File: src/hdl/first_fit_segment_allocator_defines.svh
// ----------------------------------------------------------------------------
// First-fit segment allocator assertion macros
// Concurrent check helpers, clocked on clk and disabled while arst_n is low.
// ----------------------------------------------------------------------------
`ifndef FIRST_FIT_SEGMENT_ALLOCATOR_DEFINES_SVH
`define FIRST_FIT_SEGMENT_ALLOCATOR_DEFINES_SVH

`ifndef SYNTHESIS
// same-cycle implication
`define FFSA_ASSERT_IMPL(label, ante, cons, msg) \
	label: assert property (@(posedge clk) disable iff (!arst_n) (ante) |-> (cons)) \
		else $error(msg);
// next-cycle implication
`define FFSA_ASSERT_NEXT(label, ante, cons, msg) \
	label: assert property (@(posedge clk) disable iff (!arst_n) (ante) |=> (cons)) \
		else $error(msg);
`else
`define FFSA_ASSERT_IMPL(label, ante, cons, msg)
`define FFSA_ASSERT_NEXT(label, ante, cons, msg)
`endif

`endif

File: src/hdl/ffsa_pkg.sv
// ----------------------------------------------------------------------------
// First-fit segment allocator package
// Field widths, command and status codes, and defaults.
// ----------------------------------------------------------------------------
package ffsa_pkg;

	localparam int unsigned SIZE_W   = 10;
	localparam int unsigned OWNER_W  = 8;
	localparam int unsigned STATUS_W = 3;
	localparam int unsigned POS_W    = 4;

	localparam int unsigned DEF_MAX_SEGMENTS = 16;

	localparam logic [SIZE_W-1:0]  TOTAL_RESET = 10'd10;
	localparam logic [OWNER_W-1:0] OWNER_FREE  = '0;

	localparam logic CMD_ALLOC = 1'b0;
	localparam logic CMD_FREE  = 1'b1;

	localparam logic [STATUS_W-1:0] STATUS_OK        = 3'd0;
	localparam logic [STATUS_W-1:0] STATUS_NO_FIT    = 3'd1;
	localparam logic [STATUS_W-1:0] STATUS_FULL      = 3'd2;
	localparam logic [STATUS_W-1:0] STATUS_NOT_FOUND = 3'd3;
	localparam logic [STATUS_W-1:0] STATUS_BAD_REQ   = 3'd4;

endpackage

File: src/hdl/ffsa_if.sv
// ----------------------------------------------------------------------------
// First-fit segment allocator channel interfaces
// Request, response and configuration channels with valid/ready handshake.
// ----------------------------------------------------------------------------
interface ffsa_req_if import ffsa_pkg::*; ();
	logic               valid;
	logic               ready;
	logic               cmd;
	logic [OWNER_W-1:0] owner_id;
	logic [SIZE_W-1:0]  alloc_size;

	modport source (output valid, output cmd, output owner_id, output alloc_size, input ready);
	modport sink   (input valid, input cmd, input owner_id, input alloc_size, output ready);
endinterface

interface ffsa_rsp_if import ffsa_pkg::*; ();
	logic                valid;
	logic                ready;
	logic [STATUS_W-1:0] status;
	logic [POS_W-1:0]    segment_position;

	modport source (output valid, output status, output segment_position, input ready);
	modport sink   (input valid, input status, input segment_position, output ready);
endinterface

interface ffsa_cfg_if import ffsa_pkg::*; ();
	logic              valid;
	logic              ready;
	logic [SIZE_W-1:0] total_units;

	modport source (output valid, output total_units, input ready);
	modport sink   (input valid, input total_units, output ready);
endinterface

File: src/hdl/ffsa_ram.sv
// ----------------------------------------------------------------------------
// Generic simple dual-port RAM
// One write port, one read port with registered read data.
// ----------------------------------------------------------------------------
module ffsa_ram #(
	parameter int unsigned WIDTH = 8,
	parameter int unsigned DEPTH = 16
) (
	input  logic                     clk,
	input  logic                     wr_en,
	input  logic [$clog2(DEPTH)-1:0] wr_addr,
	input  logic [WIDTH-1:0]         wr_data,
	input  logic                     rd_en,
	input  logic [$clog2(DEPTH)-1:0] rd_addr,
	output logic [WIDTH-1:0]         rd_data
);

	logic [WIDTH-1:0] mem_q [DEPTH];

	always_ff @(posedge clk) begin
		if (wr_en) begin
			mem_q[wr_addr] <= wr_data;
		end
		if (rd_en) begin
			rd_data <= mem_q[rd_addr];
		end
	end

endmodule

File: src/hdl/first_fit_segment_allocator.sv
// Sequence (accept to rsp.valid): a bad request goes straight to ST_DONE; a free,
//   an exact fit or a split blocked by a full table ends at its hit, a miss scans
//   every entry, and a split moves the tail in ST_SHIFT, then runs ST_SPLIT, ST_CLAIM.
// Throughput: one item at a time; ready only while the sequencer is idle.
// Reset: async, active low; the init state writes entry 0 (total_units = 10),
//   then the block is ready. Entries past the segment count are never read.
// ----------------------------------------------------------------------------
// First-fit segment allocator
// Address-ordered segment table in RAM, scanned one entry per cycle by a
// small sequencer; an inexact allocation splits the hit segment and shifts the tail.
// ----------------------------------------------------------------------------
`include "first_fit_segment_allocator_defines.svh"

module first_fit_segment_allocator import ffsa_pkg::*; #(
	parameter int unsigned MAX_SEGMENTS = DEF_MAX_SEGMENTS
) (
	input  logic       clk,
	input  logic       arst_n,
	ffsa_req_if.sink   req,
	ffsa_rsp_if.source rsp,
	ffsa_cfg_if.sink   cfg
);

	localparam int unsigned AW      = $clog2(MAX_SEGMENTS);
	localparam int unsigned CW      = $clog2(MAX_SEGMENTS + 1);
	localparam int unsigned ENTRY_W = SIZE_W + OWNER_W;

	// one-hot sequencer
	typedef enum logic [6:0] {
		ST_INIT  = 7'b0000001,
		ST_IDLE  = 7'b0000010,
		ST_SCAN  = 7'b0000100,
		ST_SHIFT = 7'b0001000,
		ST_SPLIT = 7'b0010000,
		ST_CLAIM = 7'b0100000,
		ST_DONE  = 7'b1000000
	} state_t;

	state_t state_q, state_d;

	// control state
	logic [SIZE_W-1:0] total_q;
	logic [CW-1:0]     count_q;
	logic              scan_vld_s1;
	logic              shift_vld_s1;
	logic              out_valid_q;

	// request and datapath registers
	logic                cmd_q;
	logic [OWNER_W-1:0]  owner_q;
	logic [SIZE_W-1:0]   size_q;
	logic [CW-1:0]       idx_q;
	logic [AW-1:0]       scan_pos_s1;
	logic [AW-1:0]       hit_q;
	logic [SIZE_W-1:0]   rem_q;
	logic [AW-1:0]       src_q;
	logic [AW-1:0]       shift_addr_s1;
	logic [STATUS_W-1:0] res_status_q;
	logic [AW-1:0]       res_pos_q;
	logic [STATUS_W-1:0] out_status_q;
	logic [POS_W-1:0]    out_pos_q;
	logic [POS_W-1:0]    pos_ext;

	// table RAM port
	logic               wr_en;
	logic [AW-1:0]      wr_addr;
	logic [ENTRY_W-1:0] wr_data;
	logic               rd_en;
	logic [AW-1:0]      rd_addr;
	logic [ENTRY_W-1:0] rd_data;
	logic [SIZE_W-1:0]  rd_size;
	logic [OWNER_W-1:0] rd_owner;

	logic req_fire, bad_req, scan_issue, shift_issue;
	logic seg_take, seg_exact, table_full, scan_miss, out_free;

	ffsa_ram #(
		.WIDTH(ENTRY_W),
		.DEPTH(MAX_SEGMENTS)
	) u_table (
		.clk    (clk),
		.wr_en  (wr_en),
		.wr_addr(wr_addr),
		.wr_data(wr_data),
		.rd_en  (rd_en),
		.rd_addr(rd_addr),
		.rd_data(rd_data)
	);

	assign rd_size  = rd_data[ENTRY_W-1:OWNER_W];
	assign rd_owner = rd_data[OWNER_W-1:0];

	assign cfg.ready = 1'b1;
	assign req.ready = (state_q == ST_IDLE);
	assign req_fire  = req.valid && req.ready;
	assign bad_req   = (req.owner_id == OWNER_FREE) ||
		((req.cmd == CMD_ALLOC) && (req.alloc_size == '0));

	assign rsp.valid            = out_valid_q;
	assign rsp.status           = out_status_q;
	assign rsp.segment_position = out_pos_q;
	assign out_free             = !out_valid_q || rsp.ready;

	// position reported modulo 16
	generate
		if (AW >= POS_W) begin : g_pos_trunc
			assign pos_ext = res_pos_q[POS_W-1:0];
		end else begin : g_pos_ext
			assign pos_ext = {{(POS_W - AW){1'b0}}, res_pos_q};
		end
	endgenerate

	// scan pipeline: entry checked in the cycle after its address is issued
	assign scan_issue  = (state_q == ST_SCAN) && (idx_q < count_q);
	assign shift_issue = (state_q == ST_SHIFT) && (src_q > hit_q);
	assign rd_en       = scan_issue || shift_issue;
	assign rd_addr     = (state_q == ST_SHIFT) ? src_q : idx_q[AW-1:0];

	// shared compare unit
	assign seg_exact  = (rd_size == size_q);
	assign seg_take   = (cmd_q == CMD_FREE) ? (rd_owner == owner_q) :
		((rd_owner == OWNER_FREE) && (rd_size >= size_q));
	assign table_full = (count_q == CW'(MAX_SEGMENTS));
	assign scan_miss  = !scan_vld_s1 && (idx_q == count_q);

	// table write port
	always_comb begin
		wr_en   = 1'b0;
		wr_addr = '0;
		wr_data = '0;
		priority if (cfg.valid) begin
			// total_units write: table back to one free segment
			wr_en   = 1'b1;
			wr_data = {cfg.total_units, OWNER_FREE};
		end else begin
			unique case (state_q)
				ST_INIT: begin
					wr_en   = 1'b1;
					wr_data = {total_q, OWNER_FREE};
				end
				ST_SCAN: begin
					// exact fit or free: rewrite owner in place
					if (scan_vld_s1 && seg_take && ((cmd_q == CMD_FREE) || seg_exact)) begin
						wr_en   = 1'b1;
						wr_addr = scan_pos_s1;
						wr_data = {rd_size, (cmd_q == CMD_FREE) ? OWNER_FREE : owner_q};
					end
				end
				ST_SHIFT: begin
					wr_en   = shift_vld_s1;
					wr_addr = shift_addr_s1;
					wr_data = rd_data;
				end
				ST_SPLIT: begin
					wr_en   = 1'b1;
					wr_addr = hit_q + 1'b1;
					wr_data = {rem_q, OWNER_FREE};
				end
				ST_CLAIM: begin
					wr_en   = 1'b1;
					wr_addr = hit_q;
					wr_data = {size_q, owner_q};
				end
				ST_IDLE, ST_DONE: begin
					wr_en = 1'b0;
				end
				default: begin
					wr_en = 1'b0;
				end
			endcase
		end
	end

	// next state
	always_comb begin
		state_d = state_q;
		unique case (state_q)
			ST_INIT: state_d = ST_IDLE;
			ST_IDLE: begin
				if (req_fire) begin
					state_d = bad_req ? ST_DONE : ST_SCAN;
				end
			end
			ST_SCAN: begin
				priority if (scan_vld_s1 && seg_take) begin
					if ((cmd_q == CMD_FREE) || seg_exact || table_full) begin
						state_d = ST_DONE;
					end else begin
						state_d = ST_SHIFT;
					end
				end else if (scan_miss) begin
					state_d = ST_DONE;
				end else begin
					state_d = ST_SCAN;
				end
			end
			ST_SHIFT: begin
				if (!shift_issue) begin
					state_d = ST_SPLIT;
				end
			end
			ST_SPLIT: state_d = ST_CLAIM;
			ST_CLAIM: state_d = ST_DONE;
			ST_DONE: begin
				if (out_free) begin
					state_d = ST_IDLE;
				end
			end
			default: state_d = ST_INIT;
		endcase
	end

	// control registers
	always_ff @(posedge clk or negedge arst_n) begin
		if (!arst_n) begin
			state_q      <= ST_INIT;
			total_q      <= TOTAL_RESET;
			count_q      <= CW'(1);
			scan_vld_s1  <= 1'b0;
			shift_vld_s1 <= 1'b0;
			out_valid_q  <= 1'b0;
		end else begin
			state_q      <= state_d;
			scan_vld_s1  <= scan_issue;
			shift_vld_s1 <= shift_issue;
			if (cfg.valid) begin
				total_q <= cfg.total_units;
				count_q <= CW'(1);
			end else if (state_q == ST_CLAIM) begin
				count_q <= count_q + 1'b1;
			end
			if ((state_q == ST_DONE) && out_free) begin
				out_valid_q <= 1'b1;
			end else if (rsp.ready) begin
				out_valid_q <= 1'b0;
			end
		end
	end

	// datapath registers
	always_ff @(posedge clk) begin
		scan_pos_s1   <= idx_q[AW-1:0];
		shift_addr_s1 <= src_q + 1'b1;
		unique case (state_q)
			ST_IDLE: begin
				if (req_fire) begin
					cmd_q        <= req.cmd;
					owner_q      <= req.owner_id;
					size_q       <= req.alloc_size;
					idx_q        <= '0;
					res_status_q <= STATUS_BAD_REQ;
					res_pos_q    <= '0;
				end
			end
			ST_SCAN: begin
				if (scan_issue) begin
					idx_q <= idx_q + 1'b1;
				end
				priority if (scan_vld_s1 && seg_take) begin
					hit_q <= scan_pos_s1;
					rem_q <= rd_size - size_q;
					src_q <= count_q[AW-1:0] - 1'b1;
					if ((cmd_q == CMD_ALLOC) && !seg_exact && table_full) begin
						res_status_q <= STATUS_FULL;
						res_pos_q    <= '0;
					end else begin
						res_status_q <= STATUS_OK;
						res_pos_q    <= scan_pos_s1;
					end
				end else if (scan_miss) begin
					res_status_q <= (cmd_q == CMD_FREE) ? STATUS_NOT_FOUND : STATUS_NO_FIT;
					res_pos_q    <= '0;
				end else begin
					res_pos_q <= res_pos_q;
				end
			end
			ST_SHIFT: begin
				if (shift_issue) begin
					src_q <= src_q - 1'b1;
				end
			end
			ST_DONE: begin
				if (out_free) begin
					out_status_q <= res_status_q;
					out_pos_q    <= pos_ext;
				end
			end
			ST_INIT, ST_SPLIT, ST_CLAIM: begin
				src_q <= src_q;
			end
			default: begin
				src_q <= src_q;
			end
		endcase
	end

	// checks
	`FFSA_ASSERT_IMPL(a_count_range, 1'b1, (count_q != '0) && (count_q <= CW'(MAX_SEGMENTS)), "segment count out of range")
	`FFSA_ASSERT_NEXT(a_claim_grows, (state_q == ST_CLAIM) && !cfg.valid, count_q == $past(count_q) + 1'b1, "split did not grow the table")
	`FFSA_ASSERT_IMPL(a_rsp_from_done, $rose(out_valid_q), $past(state_q == ST_DONE), "response without finished request")
	`FFSA_ASSERT_IMPL(a_err_pos_zero, out_valid_q && (out_status_q != STATUS_OK), out_pos_q == '0, "error response with nonzero position")
	`FFSA_ASSERT_IMPL(a_shift_bound, state_q == ST_SHIFT, (src_q >= hit_q) && !table_full, "tail move past split point")

endmodule

File: src/flat_wrapper.sv
// flat-port wrapper written by rule: the top's interface ports become plain ports
module first_fit_segment_allocator_flat import ffsa_pkg::*;
#(
	parameter int unsigned MAX_SEGMENTS = DEF_MAX_SEGMENTS
)
  (clk, arst_n, req_valid, req_cmd, req_owner_id, req_alloc_size, req_ready, rsp_valid, rsp_status, rsp_segment_position, rsp_ready, cfg_valid, cfg_total_units, cfg_ready);
  ffsa_req_if req_i ();
  ffsa_rsp_if rsp_i ();
  ffsa_cfg_if cfg_i ();
  input  logic clk;
  input  logic arst_n;
  input wire logic [$bits(req_i.valid)-1:0] req_valid;
  input wire logic [$bits(req_i.cmd)-1:0] req_cmd;
  input wire logic [$bits(req_i.owner_id)-1:0] req_owner_id;
  input wire logic [$bits(req_i.alloc_size)-1:0] req_alloc_size;
  output wire logic [$bits(req_i.ready)-1:0] req_ready;
  output wire logic [$bits(rsp_i.valid)-1:0] rsp_valid;
  output wire logic [$bits(rsp_i.status)-1:0] rsp_status;
  output wire logic [$bits(rsp_i.segment_position)-1:0] rsp_segment_position;
  input wire logic [$bits(rsp_i.ready)-1:0] rsp_ready;
  input wire logic [$bits(cfg_i.valid)-1:0] cfg_valid;
  input wire logic [$bits(cfg_i.total_units)-1:0] cfg_total_units;
  output wire logic [$bits(cfg_i.ready)-1:0] cfg_ready;
  assign req_i.valid = req_valid;
  assign req_i.cmd = req_cmd;
  assign req_i.owner_id = req_owner_id;
  assign req_i.alloc_size = req_alloc_size;
  assign req_ready = req_i.ready;
  assign rsp_valid = rsp_i.valid;
  assign rsp_status = rsp_i.status;
  assign rsp_segment_position = rsp_i.segment_position;
  assign rsp_i.ready = rsp_ready;
  assign cfg_i.valid = cfg_valid;
  assign cfg_i.total_units = cfg_total_units;
  assign cfg_ready = cfg_i.ready;
  first_fit_segment_allocator #(.MAX_SEGMENTS(MAX_SEGMENTS)) u_core (.clk(clk), .arst_n(arst_n), .req(req_i), .rsp(rsp_i), .cfg(cfg_i));
endmodule
File: config.mk
export PLATFORM = sky130hd
export DESIGN_NAME = first_fit_segment_allocator_flat
export DESIGN_NICKNAME = d
export VERILOG_FILES = /design/src/hdl/ffsa_pkg.sv /design/src/hdl/ffsa_if.sv /design/src/hdl/ffsa_ram.sv /design/src/hdl/first_fit_segment_allocator.sv /design/src/flat_wrapper.sv
export VERILOG_INCLUDE_DIRS = /design/src /design/src/hdl
export SDC_FILE = /design/constraint.sdc
export NUM_CORES = 1
export LEC_CHECK = 0
export ABC_CLOCK_PERIOD_IN_PS = 11770
export BUFFER_PORTS_ARGS = -buffer_cell sky130_fd_sc_hd__buf_2
export CORE_ASPECT_RATIO = 0.7
export CORE_MARGIN = 1.5
export CORE_UTILIZATION = 48
export DETAILED_ROUTE_END_ITERATION = 7
export GPL_TIMING_DRIVEN = 1
export SLEW_MARGIN = 40
export SYNTH_ARGS = -nofsm -noshare
export SYNTH_HDL_FRONTEND = slang
export SYNTH_SLANG_ARGS = --single-unit
File: constraint.sdc
create_clock -name clk -period 11.77 [get_ports clk]
set_input_delay 2.354 -clock clk [delete_from_list [all_inputs] [get_ports clk]]
set_output_delay 2.354 -clock clk [all_outputs]
set_load 0.02 [all_outputs]
# ---- Word-level counts from Yosys, hierarchy flattened
# Memories as Yosys holds them, arrays and structs flattened. A register that Yosys moved wholly into a read port is not among the register bits.
# Cells that the tools add are included.
dict set report op_classes {
  addsub 7
  n_mul 0
  div_mod_pow 0
  magnitude_cmp 3
  eq_ne 18
  shift 0
  mux 43
  bitwise 2
  n_reduce_logical 34
}
# cell count
set op_table {}
lappend op_table {{18-bit one-hot mux with 5 select lines} 1}
lappend op_table {{7-bit 2-to-1 mux} 7}
lappend op_table {{7-bit one-hot mux with 7 select lines} 1}
lappend op_table {{18-bit 2-to-1 mux} 2}
lappend op_table {{4-bit 2-to-1 mux} 9}
lappend op_table {{5-bit 2-to-1 mux} 4}
lappend op_table {{8-bit logical NOT} 2}
lappend op_table {{4-bit one-hot mux with 2 select lines} 2}
lappend op_table {{4-bit one-hot mux with 4 select lines} 1}
lappend op_table {{3-bit AND reduction} 4}
lappend op_table {{1-bit logical AND} 11}
lappend op_table {{5-bit by 1-bit adder with 5-bit output (second input constant)} 2}
lappend op_table {{10-bit == test} 1}
lappend op_table {{10-bit >= comparator} 1}
lappend op_table {{10-bit logical NOT} 1}
lappend op_table {{5-bit one-hot mux with 2 select lines} 1}
lappend op_table {{10-bit subtractor} 1}
lappend op_table {{3-bit 2-to-1 mux} 3}
lappend op_table {{4-bit by 1-bit adder with 4-bit output (second input constant)} 2}
lappend op_table {{8-bit == test} 1}
lappend op_table {{8-bit 2-to-1 mux} 1}
lappend op_table {{2-bit nonzero test} 4}
lappend op_table {{4-bit by 1-bit subtractor with 4-bit output (second input constant)} 2}
lappend op_table {{7-bit by 1-bit == test with 1-bit output (second input constant)} 1}
lappend op_table {{other kinds (22)} 42}
dict set report word_totals {
  ff_bits 89
  latch_bits 0
  ramBits 288
  romBits 0
  in_bits 34
  out_inout_bits 10
  word_cells 127
  mem_count 1
}
# memory words width rd rd_clocked_by_memory_dff wr line_no
set mem_list {}
lappend mem_list {u_core.u_table.mem_q 16 18 1 1 1 ffsa_ram.sv:18} ;# logic [WIDTH-1:0] mem_q [DEPTH];

# ---- Logic depth before layout (Yosys ltp)
# Gate-level depths: netlist of run 1.
dict set report depth {
  word_depth 10
  depth_mapped 10
}

# ---- Cells and area by module
# Synthesis of run 1 repeated with hierarchy kept, for this count alone.
dict set report unflattened {
  cells_unflattened 958
  area_unflattened_um2 16487.1
}
# module instances cells_per_inst area_per_inst_um2
set modules_own_cells {}
lappend modules_own_cells {ffsa_ram 1 482 11503.5}
lappend modules_own_cells {first_fit_segment_allocator 1 476 4983.5}

# ---- Worst setup path after synthesis of run 1
# Ideal clock, no wire load.
dict set report synth_path {
  path_kind {in2reg}
  start {input port cfg_valid}
  end {memory u_core.u_table.mem_q[3][0] (netlist name) (enable)}
  setup_ns 0.416
  arrival_time_ns 4.324
  t_required_ns 11.354
  path_slack_ns 7.031
  stages 3
  path_buffers 0
  cell_sequence {a31o_2 or3_4 nor3_1}
}
dict set report synth_via {
  elab_chain_len 3
}
# item line_no
set synth_rtl {}
lappend synth_rtl {{start: declaration} flat_wrapper.sv:21} ;# input wire logic [$bits(cfg_i.valid)-1:0] cfg_valid;
lappend synth_rtl {{1-bit 2-to-1 mux} first_fit_segment_allocator.sv:131} ;# priority if (cfg.valid) begin
lappend synth_rtl {{1-bit 2-to-1 mux} ffsa_ram.sv:21} ;# if (wr_en) begin
lappend synth_rtl {{1-bit 2-to-1 mux (not written as such)} ffsa_ram.sv:22} ;# mem_q[wr_addr] <= wr_data;
lappend synth_rtl {{end: declaration} ffsa_ram.sv:18}
# Several ways; a longest one is shown, not always the timed one.

# ---- Worst setup path in the final report of run 1
dict set report layout_path {
  start {register u_core.state_q[2]}
  end {output port req_ready}
}
dict set report layout_via {
  elab_chain_len 1
}
# item line_no
set layout_rtl {}
lappend layout_rtl {{start: declaration} first_fit_segment_allocator.sv:39} ;# state_t state_q, state_d;
lappend layout_rtl {{start signal: assignment} first_fit_segment_allocator.sv:223} ;# state_q <= state_d;
lappend layout_rtl {{7-bit by 2-bit == test with 1-bit output} first_fit_segment_allocator.sv:94} ;# assign req.ready = (state_q == ST_IDLE);
lappend layout_rtl {{end: declaration} flat_wrapper.sv:16} ;# output wire logic [$bits(req_i.ready)-1:0] req_ready;
# Every way passes these cells.

==> metrics, run 1 <==
status finished, final reports clean; RR Startpoint u_core.size_q[5]; DR vias 8945; Post-Synthesis Cells 961; fin crit share 37.47%; gr ovfl total 0; FF-to-FF setup slack 7.76 ns; Slew HR 44.08%; Layout area overhead 11.48%; worst path required time 9.42 ns; RR Endpoint u_core.u_table.mem_q[9][4]; Design Area, Final 0.01834 mm²; Routed WL 37.64 mm; die span in y 157.9 µm; vias per inst 6.040; Hold Crit Depth 0; clk buf depth 3; worst ir drop on vdd 0.1173 mV; GPL Wtd Cong 0.8547; row cnt 56; Tmin final 4.410 ns; Detailed Routing Iterations Pass 1 5; Yosys warning total 0; Final Hold Vio Count 0; largest net degree at the start of global routing 58; Setup Skew 0.02168 ns; Total GRT Usage 22.02%; Core ar. 0.03363 mm²; first-pass GRT wire length 56.13 mm; Comb power frac 13.5%; H-tree lvl count 2; Die X 224.3 µm; sequential share of the synthesized area 70.89%; FMAX 226.8 MHz; setup total negative slack 0 ns; # Post-CTS Setup Buffers 0; DRC viols 0; DP Area 0.01725 mm²; Seq pwr share 51.9%; most frequent cells in the layout edfxtp_1 (362), mux4_2 (72), nand2_1 (60), a22oi_1 (48), inv_1 (46); sw frac 25.12%; Clock Tree Root clkbuf_16; Skew-Pair Late Insertion Delay 0.54 ns; dpl hpwl 24.33 mm; initial antenna violation count 1; Final Util 54.53%; worst-path maximum fanout 6; Clock power frac 34.6%; Leakage 6.163 nW; syn_nets 1021; io pins 44; vias in the first global route 8497; critical path capture point type output port; post_cts resized 0; worst hold start u_core.pos_ext[1]; Unique masters post-synth 84; critical path data arrival time 2.06 ns; Sink Count 395; post-synthesis cell area 0.01645 mm²; leading cell type in the layout, fill and taps excluded edfxtp_1; Die Area 0.03541 mm²; Hold Crit Class flip-flop to flip-flop; layout cells sized above 1 21.70%; drt first-iter violations 875; #FFs+latches synth 395; I/O Buffers 42; top_reg_cell synth edfxtp_1; Net Switching 0.0008040 W; mean post-synth cell area 17.12 µm²; asr flop ratio synth 6.329%; RSZ-0062 raised after global routing false; max cap viols 0; worst r2r path cells 8; pins over their slew limit 0; Hold Path Sink u_core.rsp.segment_position[1]; Cell Pwr Density 174.5 mW/mm²; crit path kind flip-flop to output port; CTS tree yes; Post-synth EDFFs 362; Tightest Pin Transition 0.8387 ns; clk slew on worst S/H paths 0.06 ns; Layout Nets 1081; CTS Buf Count 37; Routed Antenna Nets 0; CP startpoint kind flip-flop; CTS Hold Bufs 0; ant diodes 0; Initial Util 48.91%; Int Power 0.002397 W; Routed WL per cell 25.41 µm; Setup Viol. Count Final 0
[worst max-delay path by stage]
stage                       from                          end  slack, ns  cells past startpoint
2_1_floorplan          cfg_valid   u_core.u_table.mem_q[3][0]       7.03                      3
5_1_grt        u_core.state_q[2]                    req_ready       7.22                      5
4_1_cts                cfg_valid   u_core.u_table.mem_q[2][9]       7.30                      5
6_report       u_core.state_q[2]                    req_ready       7.36                      5
3_3_place_gp           cfg_valid  u_core.u_table.mem_q[3][10]       6.89                      5
3_5_place_dp           cfg_valid  u_core.u_table.mem_q[2][15]       6.76                      5
[through the flow]
stage | worst slack, ns | hold slack (ns) | instances | total power (W)
6_report | 7.360 | 0.4185 | 1481 | 0.003201
5_1_grt | 7.221 | 0.4329 | 1481 | 0.003318
4_1_cts | 7.301 | 0.4195 | 1481 | 0.003227
3_5_place_dp | 6.756 | 0.4045 | 1417 | 0.002126
3_3_place_gp | 6.887 | 0.4015 | 1416 | 0.002114
2_1_floorplan | 7.031 | 0.4003 | 961 | 0.001977
[power by group through the flow]
stage	clock, W	combinational [W]	sequential, W
finish	0.00111	0.000431	0.00166
global route	0.00118	0.000475	0.00167
floorplan	0	0.000297	0.00168
global placement	0	0.000423	0.00169
CTS	0.00113	0.000436	0.00166
detailed placement	0	0.000434	0.00169
[metal layers]
metal | GRT usage (%) | part of all wire [%] | up-vias
met4 | 5.689 | 1.8 | 0
met3 | 3.953 | 7.6 | 52
li1 | - | - | 3918
met2 | 31.56 | 44 | 342
met1 | 34.79 | 47 | 4633
met5 | 0 | 0 | -
[cells in the mapped netlist, types with 5 or more instances]
| cell | number | share of area, % |
|---|---|---|
| a21oi_1 | 33 | 1.0 |
| a22o_1 | 7 | 0.37 |
| a22oi_1 | 48 | 2.2 |
| and2_1 | 5 | 0.19 |
| buf_2 | 13 | 0.40 |
| buf_6 | 9 | 0.62 |
| clkbuf_1 | 9 | 0.21 |
| dfrtp_1 | 21 | 3.2 |
| dfxtp_1 | 8 | 0.97 |
| edfxtp_1 | 362 | 66 |
| ha_1 | 25 | 1.9 |
| inv_1 | 47 | 1.1 |
| mux2i_1 | 8 | 0.49 |
| mux4_2 | 72 | 9.9 |
| nand2_1 | 62 | 1.4 |
| nand3_1 | 19 | 0.58 |
| nand4_1 | 5 | 0.19 |
| nor2_1 | 46 | 1.0 |
| nor2b_1 | 12 | 0.46 |
| nor3_1 | 12 | 0.37 |
| nor4_1 | 6 | 0.23 |
| o21ai_0 | 20 | 0.61 |
| xnor2_1 | 14 | 0.75 |
| xor2_1 | 12 | 0.64 |
[flip-flops by register name, summed over array words and instances, names as in the netlist, 4 cells and up]
register                     cells
u_core.idx_q                     5
u_core.shift_addr_s1             4
u_core.u_table.mem_q           288
u_core.rem_q                    10
u_core.scan_pos_s1               4
u_core.hit_q                     4
u_core.total_q                  10
u_core.size_q                   10
u_core.count_q                   5
u_core.owner_q                   8
u_core.state_q                   7
u_core.rsp.segment_position      4
u_core.src_q                     4
u_core.pos_ext                   4
u_core.u_table.rd_data          18
[critical path: stages, from the launching register on]
cell	delay, ns
dfrtp_1	0.39
nor2_1	0.38
and3b_1	0.25
nand3b_1	0.19
inv_1	0.15
buf_2	0.18
[cells by family after synthesis]
family | Yosys count | synth area share (%)
AO/OA/AOI/OAI | 148 | 6.343
XOR/XNOR | 26 | 1.384
adder cells (fa/ha/maj) | 26 | 2.023
buffers and inverters | 85 | 2.631
flip-flops | 395 | 70.89
multiplexers | 82 | 10.55
other | 1 | 0.02280
AND/OR/NAND/NOR | 198 | 6.161
[final cells by class]
cell class	count	area, µm²
Inverter	48	180.2
Timing Repair Buffer	58	341.6
Fill cell	2668	15290
Clock buffer	49	980.9
Clock inverter	15	93.84
Multi-Input combinational cell	481	4537
Sequential cell	395	11660
Tap cell	435	544.3
(Power assumes the default switching activity.)
==> run 2: changes to the inputs <==
- ABC_AREA: default -> 1
- ABC_CLOCK_PERIOD_IN_PS: 11770 -> 3970
- PLACE_DENSITY: default -> 0.66
- clock period: 11.77 -> 3.97 ns (I/O delays scaled with it)
==> metrics, run 2 <==
Hold Crit Class input pin to asynchronous set/reset pin; Cell Pwr Density 522.2 mW/mm² (+200%); worst r2r path cells 12 (+4); GPL Wtd Cong 0.8742 (+2.3%); Clock power frac 35.0% (+0.4 points); worst ir drop on vdd 0.3581 mV (+210%); Yosys top cell by area edfxtp_1; RSZ-0062 raised after global routing false; Setup Skew 0.01768 ns (-0.003995 ns); critical path capture point type flip-flop; Leakage 7.330 nW (+19%); DR vias 11498 (+29%); crit path kind flip-flop to flip-flop; largest net degree at the start of global routing 88 (+52%); CTS tree yes; worst slack, placed 0.6135 ns (-6.142 ns); drt first-iter violations 1129 (+29%); Unique masters post-synth 49 (-42%); Net Switching 0.002835 W (+250%); top_reg_cell synth edfxtp_1; Yosys top cell area share 62.41% (-3.7 points); syn_nets 1498 (+47%); CP startpoint kind flip-flop; Die X 230.7 µm (+2.9%); Initial Util 48.58% (-0.33 points); pins over their slew limit 0 (unchanged); most frequent cells in the layout edfxtp_1 (362), nand2_1 (216), inv_1 (155), o211ai_1 (123), o21ai_0 (105); post-synthesis compound-gate area fraction 14.60% (+8.3 points); Total GRT Usage 22.38% (+0.36 points); row cnt 58 (+3.6%); io pins 44 (unchanged); CTS Buf Count 38 (+2.7%); Adder-Cell Fraction of Synth Area 1.911% (-0.11 points); Post-Synthesis Cells 1438 (+50%); H-tree lvl count 2 (unchanged); Slew HR 45.01% (+0.93 points); Clock Tree Root clkbuf_16; Comb power frac 16.8% (+3.3 points); worst path required time 4.18 ns (-5.24 ns); first-pass GRT wire length 64.38 mm (+15%); Sink Count 395 (unchanged); post-synthesis cell area 0.01742 mm² (+5.9%); Yosys warning total 0 (unchanged); worst-path maximum fanout 18 (+12); Post-synth EDFFs 362 (unchanged); Final Hold Vio Count 0 (unchanged); Setup Viol. Count Final 0 (unchanged); critical path data arrival time 3.66 ns (+1.60 ns); Skew-Pair Late Insertion Delay 0.54 ns (about the same); status finished, final reports clean; ant diodes 0 (unchanged); die span in y 162.4 µm (+2.8%); I/O Buffers 42 (unchanged); Fillers 3065 (+15%); Synth Area in XOR/XNOR 0.9555% (-0.43 points); DRC viols 0 (unchanged); # Post-CTS Setup Buffers 0 (unchanged); Tmin final 3.457 ns; layout cells sized above 1 14.29% (-7.4 points); leading cell type in the layout, fill and taps excluded edfxtp_1; setup total negative slack 0 ns (unchanged); RR Startpoint u_core.u_table.rd_data[13]; clk buf depth 3 (unchanged); post-synthesis mux area share 0% (-11 points); sw frac 27.83% (+2.7 points); vias per inst 5.732 (-5.1%); #FFs+latches synth 395 (unchanged); Routed WL per cell 20.80 µm (-18%); asr flop ratio synth 6.329% (unchanged); RR Endpoint u_core.u_table.mem_q[8][5]; Tightest Pin Transition 0.8218 ns (-0.01695 ns); Layout Nets 1558 (+44%); number of flip-flops under the largest register name 288 (unchanged); max cap viols 0 (unchanged); initial antenna violation count 0 (-1); largest registers u_core.u_table.mem_q x288, u_core.u_table.rd_data x18; top post-synthesis cells by count edfxtp_1 (362), nand2_1 (216), inv_1 (155), o211ai_1 (123), o21ai_0 (106); worst setup path startpoint u_core.u_table.rd_data[13]; gr ovfl total 0 (unchanged); Synth area leaders edfxtp_1 (62%), o211ai_1 (5.3%), nand2_1 (4.7%), inv_1 (3.3%), o21ai_0 (3.0%); dpl hpwl 26.69 mm (+9.7%); Routed Antenna Nets 0 (unchanged); Int Power 0.007351 W (+210%); Layout area overhead 11.98%; register name with the most flops u_core.u_table.mem_q; post_cts resized 0 (unchanged); fin crit share 87.08%; CTS Hold Bufs 0 (unchanged); Core ar. 0.03585 mm² (+6.6%); top-count cell post-synth edfxtp_1; mean post-synth cell area 12.11 µm² (-29%); sequential share of the synthesized area 66.95% (-3.9 points); FMAX 289.3 MHz; FF-to-FF setup slack 0.51 ns (-7.25 ns); Seq pwr share 48.2% (-3.7 points); post-route setup slack 0.5130 ns (-6.847 ns); Routed WL 41.72 mm (+11%); Detailed Routing Iterations Pass 1 6 (+1); vias in the first global route 11107 (+31%); largest family of logic cells by synthesized area compound AO/OA/AOI/OAI gates; Die Area 0.03745 mm² (+5.8%); clk slew on worst S/H paths 0.07 ns (about the same); post-synthesis simple-gate area fraction 9.555% (+3.4 points)
run 2: cell count changes after synthesis, sizes merged, moves of 27 or more:
cell	before	now
nand3	21	55
clkbuf	11	38
o211ai	1	154
nand2	62	221
a22oi	48	0
inv	48	158
mux4	72	0
a21oi	34	103
o21ai	22	112
run 2: through the flow:
step	utilization, %	hold WS, ns	std cells	power, W	area (µm²)
final	54.40	0.2906	2006	0.01019	19500
after global routing	54.40	0.3301	2006	0.01057	19500
after CTS	54.38	0.2957	2006	0.01022	19490
after detailed placement	51.01	0.4045	1938	0.006695	18290
after global placement	51.01	0.4021	1938	0.006663	18290
after floorplan	-	0.4003	1438	0.006160	17420
run 2: power groups by stage:
| stage | logic [W] | registers (W) | clock network [W] |
|---|---|---|---|
| after floorplan | 0.00120 | 0.00496 | 0 |
| after global placement | 0.00168 | 0.00499 | 0 |
| after detailed placement | 0.00171 | 0.00499 | 0 |
| after CTS | 0.00172 | 0.00490 | 0.00360 |
| after global routing | 0.00189 | 0.00492 | 0.00375 |
| final | 0.00172 | 0.00491 | 0.00356 |
run 2: worst max-delay path by stage:
stage / depth (start not counted) / slack (ns) / endpoint
global placement: 14 / 0.76 / u_core.u_table.mem_q[2][11]
finish: 12 / 0.51 / u_core.u_table.mem_q[8][5]
floorplan: 11 / 0.81 / u_core.u_table.mem_q[10][0]
detailed placement: 14 / 0.61 / u_core.u_table.mem_q[2][10]
CTS: 12 / 0.58 / u_core.u_table.mem_q[8][1]
global route: 14 / 0.33 / u_core.u_table.mem_q[2][11]
run 2: metal layers:
metal | global-route usage (%) | wire length [µm] | up-vias | part of all wire (%)
li1 | - | - | 5320 | -
met2 | 32.76 | 18040 | 435 | 43
met5 | 0 | 0 | - | 0
met4 | 5.674 | 804 | 0 | 1.9
met3 | 3.116 | 2867 | 70 | 6.9
met1 | 35.10 | 20010 | 5673 | 48
run 2: final cells by class:
cell class / instances / area [µm²] / area share [%]
sequential: 395 / 11660 / 59.79
tap: 480 / 600.6 / 3.079
clock buffer: 47 / 1016 / 5.209
multi-input combinational: 809 / 4766 / 24.44
clock inverter: 21 / 191.4 / 0.9815
inverter: 160 / 610.6 / 3.131
timing repair buffer: 94 / 658.1 / 3.374
run 2: cell families (layout without fill, tap and decap cells):
| kind of cell | Yosys count | in the layout |
|---|---|---|
| flip-flops | 395 | 395 |
| AO/OA/AOI/OAI | 387 | 387 |
| AND/OR/NAND/NOR | 376 | 376 |
| buffers and inverters | 234 | 322 |
| adder cells (fa/ha/maj) | 26 | 26 |
| XOR/XNOR | 19 | 19 |
| other | 1 | 1 |
run 2: worst max-delay path, stage by stage (launching register included):
cell,delay (ns)
edfxtp_1,0.40
ha_1,0.38
nand2_1,0.14
nor2_1,0.13
nand3_1,0.21
nand4_1,0.25
nand2_1,0.10
a21oi_1,0.36
nand4_1,0.17
nand2_1,0.20
nand4_1,0.28
nor2_2,0.17
buf_4,0.31
==> run 3: changes to the inputs <==
- PLACE_DENSITY: 0.66 -> 0.75
==> metrics, run 3 (synthesis gave the netlist of run 2 again) <==
GPL Wtd Cong 0.9232 (+5.6%); clk buf depth 3 (unchanged); FF-to-FF setup slack 0.44 ns (-0.08 ns); number of flip-flops under the largest register name 288 (unchanged); I/O Buffers 42 (unchanged); RSZ-0062 raised after global routing false; DRC viols 0 (unchanged); largest net degree at the start of global routing 76 (-14%); Total GRT Usage 22.47% (+0.083 points); Layout area overhead 11.02%; register name with the most flops u_core.u_table.mem_q; drt first-iter violations 1448 (+28%); Die X 230.7 µm (unchanged); worst path required time 4.21 ns (+0.03 ns); leading cell type in the layout, fill and taps excluded edfxtp_1; clk slew on worst S/H paths 0.06 ns (about the same); Clock power frac 33.2% (-1.8 points); Final Hold Vio Count 0 (unchanged); Tightest Pin Transition 0.8150 ns (-0.006773 ns); Setup Skew 0.01765 ns (-0.00002830 ns); H-tree lvl count 2 (unchanged); row cnt 58 (unchanged); worst ir drop on vdd 0.4209 mV (+18%); max cap viols 0 (unchanged); Routed WL per cell 20.98 µm (+0.87%); Net Switching 0.002762 W (-2.6%); Cell Pwr Density 511.2 mW/mm² (-2.1%); gr ovfl total 0 (unchanged); total placed cells including tap cells 1934 (-0.21%); Int Power 0.007123 W (-3.1%); CTS tree yes; Comb power frac 17.2% (+0.4 points); critical path capture point type flip-flop; Leakage 7.251 nW (-1.1%); Clock Tree Root clkbuf_16; pins over their slew limit 0 (unchanged); vias in the first global route 11266 (+1.4%); CTS Hold Bufs 0 (unchanged); Routed Antenna Nets 0 (unchanged); CP startpoint kind flip-flop; io pins 44 (unchanged); status finished, final reports clean; die span in y 162.4 µm (unchanged); Die Area 0.03745 mm² (unchanged); Routed WL 41.85 mm (+0.32%); Pwr Total 0.009885 W (-2.9%); FMAX 283.0 MHz (-2.2%); vias per inst 5.876 (+2.5%); Fin Hold WS 0.3038 ns (+0.01329 ns); Core ar. 0.03585 mm² (unchanged); Hold Crit Class input pin to asynchronous set/reset pin; CTS Buf Count 35 (-7.9%); worst r2r path cells 14 (+2); fin crit share 88.99% (+1.9 points); setup total negative slack 0 ns (unchanged); initial antenna violation count 0 (unchanged); Tmin final 3.533 ns (+0.07605 ns); ant diodes 0 (unchanged); Initial Util 48.58% (unchanged); Layout Nets 1551 (-0.45%); most frequent cells in the layout edfxtp_1 (362), nand2_1 (216), inv_1 (155), o211ai_1 (123), o21ai_0 (105); # Post-CTS Setup Buffers 0 (unchanged); dpl hpwl 26.10 mm (-2.2%); first-pass GRT wire length 64.44 mm (about the same); Skew-Pair Late Insertion Delay 0.54 ns (about the same); Detailed Routing Iterations Pass 1 6 (unchanged); Sink Count 395 (unchanged); sw frac 27.94% (+0.11 points); Slew HR 45.16% (+0.15 points); DR vias 11723 (+2.0%); crit path kind flip-flop to flip-flop; worst-path maximum fanout 12 (-6); critical path data arrival time 3.78 ns (+0.12 ns); Fillers 2942 (-4.0%); Setup Viol. Count Final 0 (unchanged); Final Non-Filler Cells 1995 (-0.55%); Seq pwr share 49.6% (+1.4 points); area of the multi-input gates 0.004763 mm² (about the same); layout cells sized above 1 13.80% (-0.49 points); post_cts resized 0 (unchanged); largest registers u_core.u_table.mem_q x288, u_core.u_table.rd_data x18; sequential cell area 0.01166 mm² (unchanged)
## run 3: cell types whose count changed in the layout (fill, tap and decap cells not counted)
cell,change
clkinv_2,+1
clkbuf_16,-2
buf_4,-4
clkinv_1,-5
nor2_1,+1
clkinv_8,-2
clkbuf_8,+1
bufinv_16,-2
clkbuf_1,+2
nor2_2,-1
## run 3: power groups by stage
| stage | Clock, W | Combinational (W) | Sequential [W] |
|---|---|---|---|
| 2_1_floorplan | 0 | 0.00120 | 0.00496 |
| 3_3_place_gp | 0 | 0.00163 | 0.00498 |
| 3_5_place_dp | 0 | 0.00167 | 0.00499 |
| 4_1_cts | 0.00330 | 0.00168 | 0.00490 |
| 5_1_grt | 0.00346 | 0.00186 | 0.00491 |
| 6_report | 0.00328 | 0.00170 | 0.00490 |
## run 3: path summary, 6_finish.rpt
| path | from | endpoint |
|---|---|---|
| max reg2reg | u_core.u_table.rd_data[10] | u_core.u_table.mem_q[4][12] |
| min | arst_n | u_core.count_q[3] |
| max | u_core.u_table.rd_data[10] | u_core.u_table.mem_q[4][12] |
| max in group asynchronous | arst_n | u_core.total_q[2] |
| min reg2reg | u_core.res_status_q[1] | u_core.rsp.status[1] |
| min in group clk | u_core.res_status_q[1] | u_core.rsp.status[1] |
## run 3: worst max-delay path, cell delays in order (launching register included)
cell and delay (ns):
edfxtp_1 0.40, ha_1 0.43, nand2_1 0.10, nor2_1 0.13
nand3_1 0.21, nand4_1 0.26, nand2_1 0.10, a21oi_1 0.40
nand4_1 0.14, nand2_1 0.11, nand2_1 0.07, inv_1 0.06
nand2_1 0.12, nor2_2 0.49, buf_12 0.23
## run 3: layout make-up
cell class	instances	area share, %
clock buffer	48	5.105
multi-input combinational	809	24.63
sequential	395	60.31
inverter	160	3.158
clock inverter	13	0.4400
tap	480	3.106
timing repair buffer	90	3.248
## run 3: per-layer routing
layer	up-vias	GRT usage [%]	share of wire [%]
met4	0	6.120	1.9
met2	628	33.02	44
met5	-	0	0
met1	5715	33.98	44
li1	5305	-	-
met3	75	4.587	10
## run 3: per-stage QoR
| step | utilization (%) | setup WS (ns) | cell area [µm²] |
|---|---|---|---|
| 3_3_place_gp | 50.92 | 0.6445 | 18260 |
| 3_5_place_dp | 50.92 | 0.5604 | 18260 |
| 6_report | 53.94 | 0.4370 | 19340 |
| 4_1_cts | 53.92 | 0.5512 | 19330 |
| 2_1_floorplan | - | 0.8080 | 17420 |
| 5_1_grt | 53.94 | 0.2287 | 19340 |
